===== src/design/movd_pkg.sv =====
// movd_pkg: shared types and codes for the mov instruction stream decoder
// opcode classes, status and form codes, the decoded result record
// no dependencies
package movd_pkg;

	localparam logic [2:0] CLS_RM   = 3'd0;
	localparam logic [2:0] CLS_IRM  = 3'd1;
	localparam logic [2:0] CLS_IREG = 3'd2;
	localparam logic [2:0] CLS_MACC = 3'd3;
	localparam logic [2:0] CLS_AMEM = 3'd4;
	localparam logic [2:0] CLS_SEG  = 3'd5;
	localparam logic [2:0] CLS_BAD  = 3'd6;

	localparam logic [1:0] ST_OK    = 2'd0;
	localparam logic [1:0] ST_BAD   = 2'd1;
	localparam logic [1:0] ST_SEG   = 2'd2;
	localparam logic [1:0] ST_TRUNC = 2'd3;

	localparam logic [2:0] FORM_RM   = 3'd0;
	localparam logic [2:0] FORM_IRM  = 3'd1;
	localparam logic [2:0] FORM_IREG = 3'd2;
	localparam logic [2:0] FORM_MACC = 3'd3;
	localparam logic [2:0] FORM_AMEM = 3'd4;

	localparam logic [7:0] MASK_RM   = 8'b11111100;
	localparam logic [7:0] OPC_RM    = 8'b10001000;
	localparam logic [7:0] MASK_W    = 8'b11111110;
	localparam logic [7:0] OPC_IRM   = 8'b11000110;
	localparam logic [7:0] MASK_IREG = 8'b11110000;
	localparam logic [7:0] OPC_IREG  = 8'b10110000;
	localparam logic [7:0] OPC_MACC  = 8'b10100000;
	localparam logic [7:0] OPC_AMEM  = 8'b10100010;
	localparam logic [7:0] OPC_SEG_TO   = 8'b10001110;
	localparam logic [7:0] OPC_SEG_FROM = 8'b10001100;

	localparam logic [2:0] RM_DIRECT = 3'd6;

	typedef struct packed {
		logic [1:0]  status;
		logic [2:0]  form;
		logic        word_size;
		logic        to_register;
		logic [2:0]  reg_code;
		logic [1:0]  mode_bits;
		logic [2:0]  rm_code;
		logic        direct_address;
		logic [15:0] displacement;
		logic [15:0] immediate;
		logic [2:0]  length;
	} result_t;

	typedef struct packed {
		logic    valid;
		result_t data;
	} gather_out_t;

endpackage


===== src/design/movd_if.sv =====
// movd_if: valid/ready channels of the mov instruction stream decoder
// movd_byte_if carries code bytes, movd_result_if carries decoded instructions
// depends on movd_pkg
interface movd_byte_if;
	logic       valid;
	logic       ready;
	logic [7:0] code_byte;
	logic       stream_end;

	modport source (output valid, output code_byte, output stream_end, input ready);
	modport sink (input valid, input code_byte, input stream_end, output ready);
endinterface

interface movd_result_if;
	logic        valid;
	logic        ready;
	logic [1:0]  status;
	logic [2:0]  form;
	logic        word_size;
	logic        to_register;
	logic [2:0]  reg_code;
	logic [1:0]  mode_bits;
	logic [2:0]  rm_code;
	logic        direct_address;
	logic [15:0] displacement;
	logic [15:0] immediate;
	logic [2:0]  length;

	modport source (output valid, output status, output form, output word_size,
		output to_register, output reg_code, output mode_bits, output rm_code,
		output direct_address, output displacement, output immediate, output length,
		input ready);
	modport sink (input valid, input status, input form, input word_size,
		input to_register, input reg_code, input mode_bits, input rm_code,
		input direct_address, input displacement, input immediate, input length,
		output ready);
endinterface


===== src/design/mov_instruction_stream_decoder.sv =====
// mov_instruction_stream_decoder: top level, byte channel in, decoded mov out
// a result is registered and valid in the cycle after its last byte is taken
// throughput: one code byte per cycle while the result register can take it
// reset: position and holding registers clear, no result pending
// depends on movd_pkg, movd_if, movd_gather
module mov_instruction_stream_decoder (
	input  logic                 clk,
	input  logic                 arst_n,
	movd_byte_if.sink            byte_ch,
	movd_result_if.source        result_ch
);

	logic                  step;
	logic                  res_valid_q;
	movd_pkg::result_t     res_q;
	movd_pkg::gather_out_t gout;

	assign byte_ch.ready = !res_valid_q || result_ch.ready;
	assign step = byte_ch.valid && byte_ch.ready;

	movd_gather u_gather (
		.clk        (clk),
		.arst_n     (arst_n),
		.step       (step),
		.code_byte  (byte_ch.code_byte),
		.stream_end (byte_ch.stream_end),
		.gout       (gout)
	);

	always_ff @(posedge clk or negedge arst_n) begin
		if (!arst_n) begin
			res_valid_q <= 1'b0;
		end else if (step) begin
			res_valid_q <= gout.valid;
		end else if (result_ch.ready) begin
			res_valid_q <= 1'b0;
		end
	end

	always_ff @(posedge clk) begin
		if (step && gout.valid) begin
			res_q <= gout.data;
		end
	end

	assign result_ch.valid          = res_valid_q;
	assign result_ch.status         = res_q.status;
	assign result_ch.form           = res_q.form;
	assign result_ch.word_size      = res_q.word_size;
	assign result_ch.to_register    = res_q.to_register;
	assign result_ch.reg_code       = res_q.reg_code;
	assign result_ch.mode_bits      = res_q.mode_bits;
	assign result_ch.rm_code        = res_q.rm_code;
	assign result_ch.direct_address = res_q.direct_address;
	assign result_ch.displacement   = res_q.displacement;
	assign result_ch.immediate      = res_q.immediate;
	assign result_ch.length         = res_q.length;

	a_ready_when_empty: assert property (@(posedge clk) disable iff (!arst_n)
		!result_ch.valid |-> byte_ch.ready)
		else $error("byte channel stalled with no result pending");

	a_bad_shape: assert property (@(posedge clk) disable iff (!arst_n)
		result_ch.valid && result_ch.status == movd_pkg::ST_BAD
		|-> (result_ch.length == 3'd1 || result_ch.length == 3'd2)
		&& result_ch.displacement == 16'h0000 && result_ch.form == movd_pkg::FORM_RM)
		else $error("invalid opcode transaction carries decoded fields");

	a_ok_length: assert property (@(posedge clk) disable iff (!arst_n)
		result_ch.valid && result_ch.status == movd_pkg::ST_OK
		|-> result_ch.length >= 3'd2)
		else $error("complete instruction shorter than two bytes");

	a_acc_direct: assert property (@(posedge clk) disable iff (!arst_n)
		result_ch.valid && (result_ch.form == movd_pkg::FORM_MACC
		|| result_ch.form == movd_pkg::FORM_AMEM)
		|-> result_ch.direct_address && result_ch.rm_code == movd_pkg::RM_DIRECT)
		else $error("accumulator form without direct address");

endmodule


===== src/design/movd_gather.sv =====
// movd_gather: per-instruction byte gathering and field decode
// holds the partial instruction, emits a decoded record on its last byte
// depends on movd_pkg
module movd_gather (
	input  logic                 clk,
	input  logic                 arst_n,
	input  logic                 step,
	input  logic [7:0]           code_byte,
	input  logic                 stream_end,
	output movd_pkg::gather_out_t gout
);

	function automatic logic [2:0] classify(input logic [7:0] op);
		logic [2:0] c;
		if ((op & movd_pkg::MASK_RM) == movd_pkg::OPC_RM) c = movd_pkg::CLS_RM;
		else if ((op & movd_pkg::MASK_W) == movd_pkg::OPC_IRM) c = movd_pkg::CLS_IRM;
		else if ((op & movd_pkg::MASK_IREG) == movd_pkg::OPC_IREG) c = movd_pkg::CLS_IREG;
		else if ((op & movd_pkg::MASK_W) == movd_pkg::OPC_MACC) c = movd_pkg::CLS_MACC;
		else if ((op & movd_pkg::MASK_W) == movd_pkg::OPC_AMEM) c = movd_pkg::CLS_AMEM;
		else if (op == movd_pkg::OPC_SEG_TO || op == movd_pkg::OPC_SEG_FROM)
			c = movd_pkg::CLS_SEG;
		else c = movd_pkg::CLS_BAD;
		return c;
	endfunction

	function automatic logic [2:0] disp_len(input logic [7:0] modrm);
		logic [2:0] n;
		priority if (modrm[7:6] == 2'd1) n = 3'd1;
		else if (modrm[7:6] == 2'd2) n = 3'd2;
		else if (modrm[7:6] == 2'd0 && modrm[2:0] == movd_pkg::RM_DIRECT) n = 3'd2;
		else n = 3'd0;
		return n;
	endfunction

	function automatic logic [15:0] place(input logic [7:0] b, input logic hi);
		return hi ? {b, 8'h00} : {8'h00, b};
	endfunction

	logic [2:0]  pos_q;
	logic [7:0]  opcode_q;
	logic [7:0]  modrm_q;
	logic [15:0] disp_q;
	logic [15:0] imm_q;
	logic [2:0]  explen_q;

	logic [7:0]  opcode_n;
	logic [7:0]  modrm_n;
	logic [15:0] disp_n;
	logic [15:0] imm_n;
	logic [2:0]  explen_n;
	logic [2:0]  pos_n;
	logic [2:0]  cls;
	logic [2:0]  k;
	logic [2:0]  dl;
	logic [2:0]  imm_k;
	logic        done;
	logic        last;
	logic        is_modrm;
	movd_pkg::result_t res;

	always_comb begin
		opcode_n = opcode_q;
		modrm_n  = modrm_q;
		disp_n   = disp_q;
		imm_n    = imm_q;
		explen_n = explen_q;
		k        = pos_q - 3'd2;
		dl       = disp_len(modrm_q);
		imm_k    = k - dl;
		if (pos_q == 3'd0) begin
			opcode_n = code_byte;
			modrm_n  = 8'h00;
			disp_n   = 16'h0000;
			imm_n    = 16'h0000;
		end
		cls = classify(opcode_n);
		is_modrm = (cls == movd_pkg::CLS_RM) || (cls == movd_pkg::CLS_IRM)
			|| (cls == movd_pkg::CLS_SEG);
		if (pos_q == 3'd0) begin
			unique case (cls)
				movd_pkg::CLS_IREG: explen_n = code_byte[3] ? 3'd3 : 3'd2;
				movd_pkg::CLS_MACC, movd_pkg::CLS_AMEM: explen_n = 3'd3;
				default: explen_n = 3'd2;
			endcase
		end else if (is_modrm) begin
			if (pos_q == 3'd1) begin
				modrm_n  = code_byte;
				explen_n = 3'd2 + disp_len(code_byte)
					+ ((cls == movd_pkg::CLS_IRM) ? {2'b00, 1'b1} + {2'b00, opcode_q[0]} : 3'd0);
			end else if (k < dl) begin
				disp_n = disp_q | place(code_byte, k[0]);
			end else begin
				imm_n = imm_q | place(code_byte, imm_k[0]);
			end
		end else if (cls == movd_pkg::CLS_IREG) begin
			imm_n = imm_q | place(code_byte, ~pos_q[0]);
		end else if (cls == movd_pkg::CLS_MACC || cls == movd_pkg::CLS_AMEM) begin
			disp_n = disp_q | place(code_byte, ~pos_q[0]);
		end
		pos_n = pos_q + 3'd1;
		done  = pos_n >= explen_n;
		last  = done || stream_end;
	end

	// decoded record from the updated holding registers
	always_comb begin
		res = '0;
		res.length = pos_n;
		priority if (cls == movd_pkg::CLS_BAD) res.status = movd_pkg::ST_BAD;
		else if (!done) res.status = movd_pkg::ST_TRUNC;
		else if (cls == movd_pkg::CLS_SEG) res.status = movd_pkg::ST_SEG;
		else res.status = movd_pkg::ST_OK;
		if (cls != movd_pkg::CLS_BAD) begin
			res.displacement = disp_n;
			res.immediate    = imm_n;
			if (is_modrm) begin
				res.form        = (cls == movd_pkg::CLS_IRM) ? movd_pkg::FORM_IRM
					: movd_pkg::FORM_RM;
				res.word_size   = (cls == movd_pkg::CLS_SEG) ? 1'b1 : opcode_n[0];
				res.to_register = (cls == movd_pkg::CLS_IRM) ? 1'b0 : opcode_n[1];
				res.reg_code    = modrm_n[5:3];
				res.mode_bits   = modrm_n[7:6];
				res.rm_code     = modrm_n[2:0];
				res.direct_address = (modrm_n[7:6] == 2'd0)
					&& (modrm_n[2:0] == movd_pkg::RM_DIRECT);
			end else if (cls == movd_pkg::CLS_IREG) begin
				res.form        = movd_pkg::FORM_IREG;
				res.word_size   = opcode_n[3];
				res.to_register = 1'b1;
				res.reg_code    = opcode_n[2:0];
			end else begin
				res.form        = (cls == movd_pkg::CLS_MACC) ? movd_pkg::FORM_MACC
					: movd_pkg::FORM_AMEM;
				res.word_size   = opcode_n[0];
				res.to_register = (cls == movd_pkg::CLS_MACC);
				res.rm_code     = movd_pkg::RM_DIRECT;
				res.direct_address = 1'b1;
			end
		end
	end

	always_ff @(posedge clk or negedge arst_n) begin
		if (!arst_n) begin
			pos_q    <= 3'd0;
			opcode_q <= 8'h00;
			modrm_q  <= 8'h00;
			disp_q   <= 16'h0000;
			imm_q    <= 16'h0000;
			explen_q <= 3'd0;
		end else if (step) begin
			pos_q    <= last ? 3'd0 : pos_n;
			opcode_q <= opcode_n;
			modrm_q  <= modrm_n;
			disp_q   <= disp_n;
			imm_q    <= imm_n;
			explen_q <= explen_n;
		end
	end

	assign gout.valid = step && last;
	assign gout.data  = res;

endmodule

===== src/flat_wrapper.sv =====
// flat-port wrapper written by rule: the top's interface ports become plain ports
module mov_instruction_stream_decoder_flat 
  (clk, arst_n, byte_ch_valid, byte_ch_code_byte, byte_ch_stream_end, byte_ch_ready, result_ch_valid, result_ch_status, result_ch_form, result_ch_word_size, result_ch_to_register, result_ch_reg_code, result_ch_mode_bits, result_ch_rm_code, result_ch_direct_address, result_ch_displacement, result_ch_immediate, result_ch_length, result_ch_ready);
  movd_byte_if byte_ch_i ();
  movd_result_if result_ch_i ();
  input  logic clk;
  input  logic arst_n;
  input wire logic [$bits(byte_ch_i.valid)-1:0] byte_ch_valid;
  input wire logic [$bits(byte_ch_i.code_byte)-1:0] byte_ch_code_byte;
  input wire logic [$bits(byte_ch_i.stream_end)-1:0] byte_ch_stream_end;
  output wire logic [$bits(byte_ch_i.ready)-1:0] byte_ch_ready;
  output wire logic [$bits(result_ch_i.valid)-1:0] result_ch_valid;
  output wire logic [$bits(result_ch_i.status)-1:0] result_ch_status;
  output wire logic [$bits(result_ch_i.form)-1:0] result_ch_form;
  output wire logic [$bits(result_ch_i.word_size)-1:0] result_ch_word_size;
  output wire logic [$bits(result_ch_i.to_register)-1:0] result_ch_to_register;
  output wire logic [$bits(result_ch_i.reg_code)-1:0] result_ch_reg_code;
  output wire logic [$bits(result_ch_i.mode_bits)-1:0] result_ch_mode_bits;
  output wire logic [$bits(result_ch_i.rm_code)-1:0] result_ch_rm_code;
  output wire logic [$bits(result_ch_i.direct_address)-1:0] result_ch_direct_address;
  output wire logic [$bits(result_ch_i.displacement)-1:0] result_ch_displacement;
  output wire logic [$bits(result_ch_i.immediate)-1:0] result_ch_immediate;
  output wire logic [$bits(result_ch_i.length)-1:0] result_ch_length;
  input wire logic [$bits(result_ch_i.ready)-1:0] result_ch_ready;
  assign byte_ch_i.valid = byte_ch_valid;
  assign byte_ch_i.code_byte = byte_ch_code_byte;
  assign byte_ch_i.stream_end = byte_ch_stream_end;
  assign byte_ch_ready = byte_ch_i.ready;
  assign result_ch_valid = result_ch_i.valid;
  assign result_ch_status = result_ch_i.status;
  assign result_ch_form = result_ch_i.form;
  assign result_ch_word_size = result_ch_i.word_size;
  assign result_ch_to_register = result_ch_i.to_register;
  assign result_ch_reg_code = result_ch_i.reg_code;
  assign result_ch_mode_bits = result_ch_i.mode_bits;
  assign result_ch_rm_code = result_ch_i.rm_code;
  assign result_ch_direct_address = result_ch_i.direct_address;
  assign result_ch_displacement = result_ch_i.displacement;
  assign result_ch_immediate = result_ch_i.immediate;
  assign result_ch_length = result_ch_i.length;
  assign result_ch_i.ready = result_ch_ready;
  mov_instruction_stream_decoder u_core (.clk(clk), .arst_n(arst_n), .byte_ch(byte_ch_i), .result_ch(result_ch_i));
endmodule

===== config.mk =====
export PLATFORM = sky130hd
export DESIGN_NAME = mov_instruction_stream_decoder_flat
export DESIGN_NICKNAME = d
export VERILOG_FILES = /design/src/design/movd_pkg.sv /design/src/design/movd_if.sv /design/src/design/mov_instruction_stream_decoder.sv /design/src/design/movd_gather.sv /design/src/flat_wrapper.sv
export SDC_FILE = /design/constraint.sdc
export NUM_CORES = 1
export LEC_CHECK = 0
export BUFFER_PORTS_ARGS = -buffer_cell sky130_fd_sc_hd__buf_2
export CAP_MARGIN = 25
export CORE_MARGIN = 5
export CORE_UTILIZATION = 59
export DETAILED_ROUTE_END_ITERATION = 10
export MAX_ROUTING_LAYER = met4
export PLACE_DENSITY = 0.88
export SYNTH_ARGS = -nofsm -noshare
export SYNTH_HDL_FRONTEND = slang
export SYNTH_SLANG_ARGS = --single-unit
export TNS_END_PERCENT = 100

===== constraint.sdc =====
create_clock -name clk -period 8.4 [get_ports clk]
set_clock_uncertainty 0.2 [all_clocks]
set_input_delay 0.84 -clock clk [delete_from_list [all_inputs] [get_ports clk]]
set_output_delay 0.84 -clock clk [all_outputs]
set_load 0.005 [all_outputs]

-- After elaboration in Yosys (flattened, before gate mapping)
Index checks and enable logic that the tools add are counted.
W data, S select, Z words.
- add/sub/neg operators: 6
- order comparisons: 2
- eq/ne operators: 22
- muxes and demuxes: 56
- bitwise operators: 5
- reduce and logical (&&, ||, !) cells: 22
- operators with widths (cell ; count):
    $mux W16 ; 16
    $or A16 B16 Y16 ; 4
    $mux W8 ; 6
    $mux W3 ; 15
    $eq A7 B7 Y1 const B ; 3
    $eq A3 B3 Y1 const B ; 6
    $mux W2 ; 9
    $eq A8 B8 Y1 const B ; 2
    $mux W4 ; 2
    $eq A3 B1 Y1 const B ; 2
    $eq A3 B2 Y1 const B ; 2
    $eq A6 B6 Y1 const B ; 1
    $logic_and A1 B1 Y1 ; 6
    $logic_not A2 Y1 ; 3
    $logic_not A3 Y1 ; 2
    $logic_or A1 B1 Y1 ; 6
    $mux W1 ; 6
    $mux W5 ; 1
    $eq A2 B1 Y1 const B ; 2
    $eq A2 B2 Y1 const B ; 2
    $eq A4 B4 Y1 const B ; 1
    $reduce_or A2 Y1 ; 2
    $add A2 B3 Y3 const A ; 1
    $add A3 B1 Y3 const B ; 1
    other kinds (12) ; 12
- flip-flop bits (word level): 106
- output and inout bits: 53
- word-level logic and storage cells: 132

-- Depth between registers and ports, before layout
Gate-level depths: netlist (run 1).
- word-level depth: 24
- mapped depth: 22
- gate-level depth less buffers: 18

-- Hierarchy
Synthesis (run 1) repeated with hierarchy kept, for this count alone.
- cell total of the unflattened synthesis: 561
- area total of the unflattened synthesis: 5748.0 um^2
- modules (own cells, without submodules) (module ; times used ; cells each ; area an instance (um^2) ; sequential area each (um^2)):
    movd_gather ; 1 ; 504 ; 4147.7 ; 1351.3
    mov_instruction_stream_decoder ; 1 ; 57 ; 1600.3 ; 1556.5

-- Worst setup path before layout (run 1)
Ideal clock, no wire load.
- path type: register to register
- start: register u_core.u_gather.pos_q[0]
- end: register u_core.res_q (netlist bit u_core.result_ch.direct_address), enable pin
- library setup time: 460 ps
- data arrival time: 5803 ps
- required time: 7740 ps
- slack: 1937 ps
- cell stages (with the launch flop): 21
- cell sequence: dfrtp_1 > clkbuf_1 > clkbuf_1 > inv_2 > ha_1 > nor2b_1 > buf_2 > o31ai_1 > o2111a_1 > buf_4 > nand2_1 > ha_1 > inv_1 > ha_1 > xnor2_1 > mux2_2 > nand2_1 > ha_1 > a21o_1 > nor2_1 > nor2_1
- RTL lines (item ; RTL line ; source):
    start: declaration ; movd_gather.sv:39 ; logic [2:0] pos_q;
    start signal: assignment ; movd_gather.sv:151 ; pos_q <= last ? 3'd0 : pos_n;
    end signal: assignment ; mov_instruction_stream_decoder.sv:42 ; res_q <= gout.data;
    end: declaration ; mov_instruction_stream_decoder.sv:15 ; movd_pkg::result_t res_q;

==> out/metrics.yaml, run 1 <==
status:
  status: "complete, no violations"
power:
  ir_drop_mv: 0.2324
  p_leak_nw: 2.827
  cellPowerDensity_nw_per_um2: 296.9
worst_setup_path:
  worstPathArrival_ns: 6.09
  crit_path_cell_trace: "inv_2 -> ha_1 -> nand2b_1 -> mux2_2 -> o2111a_1 -> nand2_1 -> ha_1 -> inv_1 -> ha_1 -> inv_1 -> nor2_1 -> a211oi_1 -> ha_1 -> a21o_1 -> a21o_1 -> nor2_1 -> nor2_4 -> buf_12 -> buf_4"
  cpPeakStageDelay_ns: 1.00
  slowest_stage: "dfrtp_1"
  worstRegToRegCells: 19
  critPathKind: "reg2reg"
  crit_path_max_fanout: 29
  critPathCaptureType: "flip-flop"
  cp_data_required_time_ns: 8.33
  path_common_cell: "ha_1"
  start_kind: "flip-flop"
yosys:
  async_flop_share_pct: 51.89
  synth_compound_area_share_pct: 22.28
  synth_xor_area_share_pct: 0.3092
  synthDistinctLibCells: 58
  syn_area_um2: 5665
  synth-simple-area-share_pct: 16.83
  syn_nets: 579
  ys_ff_latch: 106
  netlist_instances: 555
  synth-edff-count: 51
  synth_top_family_by_area: "compound AO/OA/AOI/OAI gates"
  ys_seq_area_share_pct: 51.33
  synthMuxAreaShare_pct: 1.656
  synth.avg_cell_area_um2: 10.21
  yosys.area_share.adder_pct: 2.429
  synth_flop_cell: "dfrtp_1"
  yosys_warnings: 0
global_routing:
  grt_usage_pct: 28.15
  grt_pass1_wl_um: 24520
  overflow: 0
  grt_pass1_vias: 4491
  grt_max_degree: 56
  antenna_found_initial: 0
final_layout:
  nNetsFinal: 622
  final_common_cell: "buf_2"
  final_cell_mix: "buf_2 (65), dfrtp_1 (55), nor3_1 (51), edfxtp_1 (51), o21ai_0 (45)"
  antennaDiodeCount: 0
  drive_above_1_share_pct: 19.90
  instances_no_fill: 732
  final_util_pct: 67.49
  syn_to_final_growth_pct: 10.60
placement:
  place.gp.congestion: 0.9263
  portBuffers: 65
  dp_hpwl_um: 10160
  dp.cells: 713
timing:
  worstMarginPinSlew_ns: 0.9776
  min_period_ns: 6.167
  rsz0062_at_grt: "false"
  slew-limit-headroom_pct: 34.82
  period_share_pct: 73.42
  slew_violations: 0
  finalSetupTns_ns: 0
  fmax_ghz: 0.1622
  final_hold_viol_count: 0
  finalSetupViolCount: 0
route:
  vias_per_cell: 6.516
  drc: 0
  wl_um: 15520
  postRouteAntennaNets: 0
  first_pass_iters: 5
  drt_iter0_drc: 654
  wl_per_cell_um: 21.20
  routed-via-count: 4770
die:
  die_h_um: 108.0
  initial_core_util_pct: 61.02
  ios: 66
  chipWidth_um: 108.0
  core-area_um2: 9284
  rows: 35
  die_area_um2: 11660
clock_tree:
  cts_setup_buffers: 0
  ctsResizeCount: 0
  cts_hold_buf: 0
  root_buffer: "clkbuf_8"
  cts.clk_slew.worst_paths_ns: 0.10
  clock_latency_ns: 0.38
  cts_tree: "done"
  htree_levels: 3
  cts_max_path_buffers: 2
  cts.sinks: 106
  numCtsBuffers: 9
flow_run:
  maxCapViolCount: 0
min_path:
  worstHoldPathType: "reg2reg"
  hold_depth: 2
==> worst paths after layout <==
kind                                                         start                                  endpoint  slack, ns
hold / removal             u_core.u_gather.opcode_q[1]$_DFFE_PN0P_   u_core.u_gather.opcode_q[1]$_DFFE_PN0P_       0.33
hold reg to reg            u_core.u_gather.opcode_q[1]$_DFFE_PN0P_   u_core.u_gather.opcode_q[1]$_DFFE_PN0P_       0.33
setup / recovery              u_core.u_gather.pos_q[0]$_DFFE_PN0P_  u_core.result_ch.status[1]$_SDFFCE_PP0P_       2.23
max in group asynchronous                                   arst_n   u_core.u_gather.opcode_q[2]$_DFFE_PN0P_       7.08
setup reg to reg              u_core.u_gather.pos_q[0]$_DFFE_PN0P_  u_core.result_ch.status[1]$_SDFFCE_PP0P_       2.23
min in group asynchronous                                   arst_n    u_core.u_gather.modrm_q[1]$_DFFE_PN0P_       0.40
==> power by group <==
group          switching [W]  internal (W)  leakage [nW]
clock network       0.000184      0.000150         0.101
registers          0.0000776      0.000667          1.24
logic               0.000522      0.000260          1.49
total               0.000784       0.00108          2.83
==> cells by family after synthesis <==
family / Yosys count
and+or+nand+nor: 186
AOI/OAI and AO/OA: 181
DFF: 106
buffers and inverters: 60
adders and majority gates: 11
muxes: 9
xor gates and xnor gates: 2
==> worst max-delay path: cells and delay by family, from the launching register on <==
kind,cells,cell delay [ns]
fa+ha+maj,4,1.18
compound gates,4,1.03
mux,1,0.32
simple gates,5,1.35
buf+inv,5,0.82
flops,1,1.00
==> state kept, by name, summed over array words and instances, names as in the netlist <==
signal / count
u_core.result_ch.rm_code: 3
u_core.u_gather.explen_q: 3
u_core.u_gather.modrm_q: 8
u_core.result_ch.immediate: 16
u_core.result_ch.to_register: 1
u_core.result_ch.reg_code: 3
u_core.result_ch.displacement: 16
u_core.result_ch.length: 3
u_core.u_gather.opcode_q: 8
u_core.result_ch.status: 2
u_core.result_ch.word_size: 1
u_core.result_ch.valid: 1
u_core.result_ch.direct_address: 1
u_core.u_gather.imm_q: 16
u_core.result_ch.form: 3
u_core.result_ch.mode_bits: 2
u_core.u_gather.pos_q: 3
u_core.u_gather.disp_q: 16
==> cells in the mapped netlist (13+ instances only) <==
cell | number | area [um2]
nor2_1 | 37 | 138.9
dfrtp_1 | 55 | 1376
edfxtp_1 | 51 | 1531
nand3_1 | 18 | 90.09
nor2b_1 | 21 | 131.4
a21oi_1 | 40 | 200.2
a21o_1 | 20 | 150.1
nor3_1 | 51 | 255.2
o211a_1 | 13 | 130.1
inv_1 | 14 | 52.55
nand2_1 | 32 | 120.1
o21ai_0 | 45 | 225.2
clkbuf_1 | 24 | 90.09
==> through the flow <==
step | instance area (um2) | hold slack [ns] | setup WS, ns | total power, W
final | 6266 | 0.3275 | 2.233 | 0.001860
after global placement | 5979 | 0.2840 | 2.309 | 0.001464
after CTS | 6218 | 0.3180 | 2.012 | 0.001824
after floorplan | 5665 | 0.2606 | 1.937 | 0.001278
after global routing | 6266 | 0.3524 | 1.822 | 0.001958
after detailed placement | 6007 | 0.2858 | 2.037 | 0.001495
==> layer usage <==
metal	share of wire, %	routed length (um)	GRT usage [%]
met2	46	7093	40.72
met4	2.2	341	9.648
met5	0	0	-
met1	42	6479	39.66
met3	10	1609	6.090
==> final cells by class <==
type | count | area (um2)
multi-input cells | 389 | 2472
flip-flops and latches | 106 | 2908
clock inverters | 6 | 73.82
repair buffers | 76 | 452.9
fillers | 715 | 3018
clock buffers | 10 | 137.6
inverters | 16 | 60.06
well taps | 129 | 161.4
Power figures use the tool's default switching activity.
==> run 2: changes to the inputs <==
- CORE_UTILIZATION: 59 -> 53
- PLACE_DENSITY: 0.88 -> 0.83
- clock period: 8.4 -> 5.6 ns (I/O delays scaled with it)
==> out/metrics.yaml, run 2 (synthesized netlist as in run 1, its figures left out) <==
global_routing:
  grt_pass1_vias: 4720  # was 4,491
  grt_usage_pct: 26.10  # was 28.15%
  overflow: 0  # unchanged
  antenna_found_initial: 0  # unchanged
  grt_max_degree: 56  # unchanged
  grt_pass1_wl_um: 25630  # was 24,520 um
final_layout:
  syn_to_final_growth_pct: 10.82  # was 10.60%
  final_common_cell: "buf_2"  # unchanged
  drive_above_1_share_pct: 20.66  # was 19.90%
  final_cell_mix: "buf_2 (65), dfrtp_1 (55), nor3_1 (51), edfxtp_1 (51), o21ai_0 (45)"  # unchanged
  fillers: 895  # was 715
  multi_input_area_um2: 2472  # unchanged
  regArea_um2: 2908  # unchanged
  antennaDiodeCount: 0  # unchanged
  nNetsFinal: 629  # was 622
timing:
  min_period_ns: 4.592  # was 6.167 ns
  whs_ns: 0.08948  # was 0.3275 ns
  finalSetupTns_ns: 0  # unchanged
  rsz0062_at_grt: "false"  # unchanged
  slew-limit-headroom_pct: 36.32  # was 34.82%
  slew_violations: 0  # unchanged
  period_share_pct: 82.00  # was 73.42%
  final_hold_viol_count: 0  # unchanged
  fmax_ghz: 0.2178  # was 0.1622 GHz
  setup_ws_ns: 1.008  # was 2.233 ns
  finalSetupViolCount: 0  # unchanged
  worstMarginPinSlew_ns: 0.9453  # was 0.9776 ns
clock_tree:
  root_buffer: "clkbuf_8"  # unchanged
  numCtsBuffers: 9  # unchanged
  cts_hold_buf: 0  # unchanged
  cts_max_path_buffers: 2  # unchanged
  cts_setup_buffers: 0  # unchanged
  cts_tree: "done"  # unchanged
  ctsResizeCount: 0  # unchanged
  cts.clk_slew.worst_paths_ns: 0.10  # about the same
  htree_levels: 3  # unchanged
  cts.sinks: 106  # unchanged
  clock_latency_ns: 0.39  # was 0.38 ns
die:
  initial_core_util_pct: 54.63  # was 61.02%
  die_h_um: 113.4  # was 108.0 um
  core-area_um2: 10370  # was 9284 um2
  chipWidth_um: 113.4  # was 108.0 um
  ios: 66  # unchanged
  die_area_um2: 12860  # was 11,660 um2
  rows: 37  # was 35
power:
  cellPowerDensity_nw_per_um2: 442.0  # was 296.9 nW/um2
  clockPowerShare_pct: 16.1  # was 17.9%
  p_int_w: 0.001578  # was 0.001077 W
  switching_share_pct: 43.15  # was 42.13%
  ir_drop_mv: 0.1969  # was 0.2324 mV
  seqPwrFrac_pct: 39.2  # was 40.0%
  p_leak_nw: 2.850  # was 2.827 nW
  p_switching_w: 0.001197  # was 0.0007838 W
  combPwrFrac_pct: 44.8  # was 42.0%
route:
  vias_per_cell: 6.525  # was 6.516
  first_pass_iters: 5  # unchanged
  wl_per_cell_um: 21.39  # was 21.20 um
  postRouteAntennaNets: 0  # unchanged
  routed-via-count: 4868  # was 4,770
  wl_um: 15950  # was 15,520 um
  drt_iter0_drc: 627  # was 654
  drc: 0  # unchanged
placement:
  place.gp.congestion: 0.9658  # was 0.9263
  portBuffers: 65  # unchanged
  dp_hpwl_um: 10660  # was 10,160 um
  pre_cts_slack_ns: 0.5416  # was 2.037 ns
status:
  status: "complete, no violations"  # unchanged
worst_setup_path:
  critPathKind: "reg2reg"  # unchanged
  start_kind: "flip-flop"  # unchanged
  crit_path_max_fanout: 14  # was 29
  critPathCaptureType: "flip-flop"  # unchanged
  cp_data_required_time_ns: 5.48  # was 8.33 ns
  worstPathArrival_ns: 4.48  # was 6.09 ns
min_path:
  worstHoldPathType: "in2async"  # was reg2reg
flow_run:
  maxCapViolCount: 0  # unchanged
run 2: worst paths after layout:
path,startpoint,end,slack (ns),cells past startpoint
setup / recovery,u_core.u_gather.pos_q[1]$_DFFE_PN0P_,u_core.result_ch.immediate[6]$_SDFFCE_PP0P_,1.01,18
hold / removal,arst_n,u_core.u_gather.modrm_q[0]$_DFFE_PN0P_,0.09,2
setup reg to reg,u_core.u_gather.pos_q[1]$_DFFE_PN0P_,u_core.result_ch.immediate[6]$_SDFFCE_PP0P_,1.01,18
hold reg to reg,u_core.u_gather.modrm_q[3]$_DFFE_PN0P_,u_core.u_gather.modrm_q[3]$_DFFE_PN0P_,0.32,1
max in group asynchronous,arst_n,u_core.u_gather.imm_q[13]$_DFFE_PN0P_,4.57,2
min in group clk,u_core.u_gather.modrm_q[3]$_DFFE_PN0P_,u_core.u_gather.modrm_q[3]$_DFFE_PN0P_,0.32,1
run 2: cell type report:
class / count / share of cell area [%]
tap: 136 / 2.710
sequential: 106 / 46.31
multi-input combinational: 389 / 39.38
inverter: 16 / 0.9566
clock inverter: 6 / 0.7573
timing repair buffer: 83 / 7.852
clock buffer: 10 / 2.033
run 2: power by group through the flow:
stage	registers [W]	logic [W]	clock network (W)
global route	0.00110	0.00134	0.000482
detailed placement	0.00110	0.00119	0
floorplan	0.00110	0.000819	0
global placement	0.00110	0.00117	0
CTS	0.00109	0.00120	0.000450
finish	0.00109	0.00124	0.000446
run 2: layer usage:
| metal | global-route usage (%) | wire [um] | up-vias |
|---|---|---|---|
| met5 | - | 0 | - |
| met4 | 9.215 | 465 | 0 |
| met3 | 5.942 | 1654 | 47 |
| met2 | 39.38 | 7345 | 295 |
| met1 | 34.95 | 6488 | 2354 |
| li1 | - | - | 2172 |
run 2: critical path: stages (launching register included):
cell	delay (ns)
dfrtp_1	0.43
inv_1	0.13
ha_1	0.28
nand2b_1	0.32
mux2_2	0.41
o2111a_1	0.15
buf_4	0.17
nor2b_1	0.13
ha_1	0.19
ha_1	0.27
inv_1	0.08
nor2_1	0.05
a211oi_1	0.22
ha_1	0.20
a21o_1	0.10
a21o_1	0.18
nor2_1	0.09
nor2_4	0.37
buf_4	0.31
run 2: metrics by stage:
stage	instance area [um2]	power [W]	std cells	utilization, %
floorplan	5673	0.001915	555	-
global route	6279	0.002926	746	60.55
detailed placement	6056	0.002297	728	58.40
finish	6279	0.002775	746	60.55
global placement	6056	0.002265	728	58.40
CTS	6231	0.002738	744	60.09
==> run 3: changes to the inputs <==
- CORE_UTILIZATION: 53 -> 59
- PLACE_DENSITY: 0.83 -> 0.88
- clock period: 5.6 -> 4.6 ns (I/O delays scaled with it)
==> out/metrics.yaml, run 3 (synthesized netlist as in run 1, its figures left out) <==
status:
  status: "complete, no violations"  # unchanged
timing:
  slew-limit-headroom_pct: 44.11  # was 36.32%
  finalSetupTns_ns: 0  # unchanged
  rsz0062_at_grt: "false"  # unchanged
  final_hold_viol_count: 0  # unchanged
  fmax_ghz: 0.2308  # was 0.2178 GHz
  slew_violations: 0  # unchanged
  finalSetupViolCount: 0  # unchanged
  whs_ns: 0.02096  # was 0.08948 ns
  min_period_ns: 4.333  # was 4.592 ns
  worstMarginPinSlew_ns: 0.8364  # was 0.9453 ns
  period_share_pct: 94.20  # was 82.00%
power:
  cellPowerDensity_nw_per_um2: 550.7  # was 442.0 nW/um2
  p_total_w: 0.003533  # was 0.002775 W
  p_leak_nw: 2.901  # was 2.850 nW
  ir_drop_mv: 0.4284  # was 0.1969 mV
final_layout:
  final_cell_mix: "buf_2 (65), dfrtp_1 (55), nor3_1 (51), edfxtp_1 (51), o21ai_0 (45)"  # unchanged
  final_common_cell: "buf_2"  # unchanged
  drive_above_1_share_pct: 23.50  # was 20.66%
  nNetsFinal: 636  # was 629
  antennaDiodeCount: 0  # unchanged
  final_util_pct: 69.11  # was 60.55%
  syn_to_final_growth_pct: 13.25  # was 10.82%
  final_cell_area_um2: 6416  # was 6279 um2
worst_setup_path:
  slowest_stage: "or4b_1"  # was dfrtp_1
  critPathKind: "reg2reg"  # unchanged
  cpPeakStageDelay_ns: 0.46  # was 0.43 ns
  timing.critical_path.buf_inv: 4  # unchanged
  worstPathArrival_ns: 4.45  # was 4.48 ns
  start_kind: "flip-flop"  # unchanged
  cpLargestDelayFamily: "compound AO/OA/AOI/OAI gates"  # was simple AND/OR/NAND/NOR gates
  rrSetupSlack_ns: 0.27  # was 1.01 ns
  r2r-end: "u_core.u_gather.pos_q[2]$_DFFE_PN0P_"  # was u_core.result_ch.immediate[6]$_SDFFCE_PP0P_
  cp_data_required_time_ns: 4.71  # was 5.48 ns
  r2r-start: "u_core.u_gather.pos_q[1]$_DFFE_PN0P_"  # unchanged
  critPathCaptureType: "flip-flop"  # unchanged
  worstRegToRegCells: 19  # was 18
  crit_path_max_fanout: 7  # was 14
  crit_path_cell_trace: "inv_2 -> ha_4 -> or4b_1 -> o31ai_2 -> o2111a_2 -> nand2_4 -> ha_4 -> inv_2 -> ha_4 -> inv_2 -> nor2_1 -> a211oi_1 -> ha_2 -> a21o_1 -> a21o_1 -> buf_4 -> or2_2 -> nor4b_1 -> a21o_1"  # was inv_1 -> ha_1 -> nand2b_1 -> mux2_2 -> o2111a_1 -> buf_4 -> nor2b_1 -> ha_1 -> ha_1 -> inv_1 -> nor2_1 -> a211oi_1 -> ha_1 -> a21o_1 -> a21o_1 -> nor2_1 -> nor2_4 -> buf_4
clock_tree:
  cts.sinks: 106  # unchanged
  clock_latency_ns: 0.38  # was 0.39 ns
  cts_tree: "done"  # unchanged
  cts_max_path_buffers: 2  # unchanged
  cts_setup_buffers: 0  # unchanged
  htree_levels: 3  # unchanged
  cts.clk_slew.worst_paths_ns: 0.11  # was 0.10 ns
  root_buffer: "clkbuf_8"  # unchanged
  numCtsBuffers: 9  # unchanged
die:
  chipWidth_um: 108.0  # was 113.4 um
  rows: 35  # was 37
  die_area_um2: 11660  # was 12,860 um2
  die_h_um: 108.0  # was 113.4 um
  initial_core_util_pct: 61.02  # was 54.63%
  ios: 66  # unchanged
  core-area_um2: 9284  # was 10,370 um2
flow_run:
  maxCapViolCount: 0  # unchanged
placement:
  dp_hpwl_um: 10910  # was 10,660 um
  place.gp.congestion: 0.9578  # was 0.9658
  portBuffers: 65  # unchanged
  place_area_um2: 6191  # was 6056 um2
route:
  wl_per_cell_um: 21.68  # was 21.39 um
  routed-via-count: 4893  # was 4,868
  vias_per_cell: 6.559  # was 6.525
  postRouteAntennaNets: 0  # unchanged
  drc: 0  # unchanged
  drt_iter0_drc: 522  # was 627
  first_pass_iters: 7  # was 5
  wl_um: 16180  # was 15,950 um
global_routing:
  antenna_found_initial: 0  # unchanged
  grt_max_degree: 56  # unchanged
  overflow: 0  # unchanged
  grt_pass1_wl_um: 26130  # was 25,630 um
  grt_usage_pct: 29.92  # was 26.10%
  grt_pass1_vias: 4724  # was 4,720
min_path:
  worstHoldPathType: "in2async"  # unchanged
run 3: how the worst max path moves through the flow:
stage | to | slack (ns) | startpoint | cells after the start
finish | u_core.u_gather.pos_q[2]$_DFFE_PN0P_ | 0.27 | u_core.u_gather.pos_q[1]$_DFFE_PN0P_ | 19
CTS | u_core.u_gather.pos_q[2]$_DFFE_PN0P_ | 0.15 | u_core.u_gather.pos_q[1]$_DFFE_PN0P_ | 19
global route | u_core.u_gather.pos_q[2]$_DFFE_PN0P_ | 0.07 | u_core.u_gather.pos_q[1]$_DFFE_PN0P_ | 19
global placement | u_core.result_ch.length[2]$_DFFE_PP_ | 0.14 | u_core.u_gather.pos_q[1]$_DFFE_PN0P_ | 17
detailed placement | u_core.result_ch.form[2]$_SDFFCE_PP0P_ | 0.02 | u_core.u_gather.pos_q[1]$_DFFE_PN0P_ | 17
floorplan | u_core.result_ch.direct_address$_SDFFCE_PP0P_ | 0.009 | u_core.u_gather.pos_q[0]$_DFFE_PN0P_ | 20
run 3: final cells by class:
class	instances	area, um2
timing repair buffer	89	518.0
tap	129	161.4
clock inverter	7	93.84
clock buffer	9	123.9
inverter	16	67.56
fill	721	2868
multi-input combinational	390	2544
sequential	106	2908
run 3: report_power, final:
group	leakage, nW	internal [W]	switching [W]
clock network	0.112	0.000268	0.000356
logic	1.55	0.000529	0.00105
registers	1.24	0.00122	0.000114
total	2.90	0.00202	0.00152
run 3: metrics by stage:
| stage | std cells | setup slack (ns) |
|---|---|---|
| 2_1_floorplan | 555 | 0.009417 |
| 6_report | 746 | 0.2670 |
| 4_1_cts | 746 | 0.1534 |
| 3_5_place_dp | 729 | 0.01752 |
| 3_3_place_gp | 729 | 0.1437 |
| 5_1_grt | 746 | 0.06621 |
run 3: repair_timing:
action                     in CTS  in global routing
resized for setup               0                  2
setup endpoints to repair      29                 30
pin swaps                       1                  1
hold buffers                    0                  0
gates cloned                    1                  0
hold endpoints to repair        0                  0
run 3: per-layer routing:
layer  part of all wire (%)  vias up  track usage, %  wire, um
met3                    9.8       34           4.896      1592
met1                     41     2345           41.79      6631
li1                       -     2182               -         -
met2                     47      332           46.14      7652
met5                      0        -               -         0
met4                    1.9        0           7.665       301
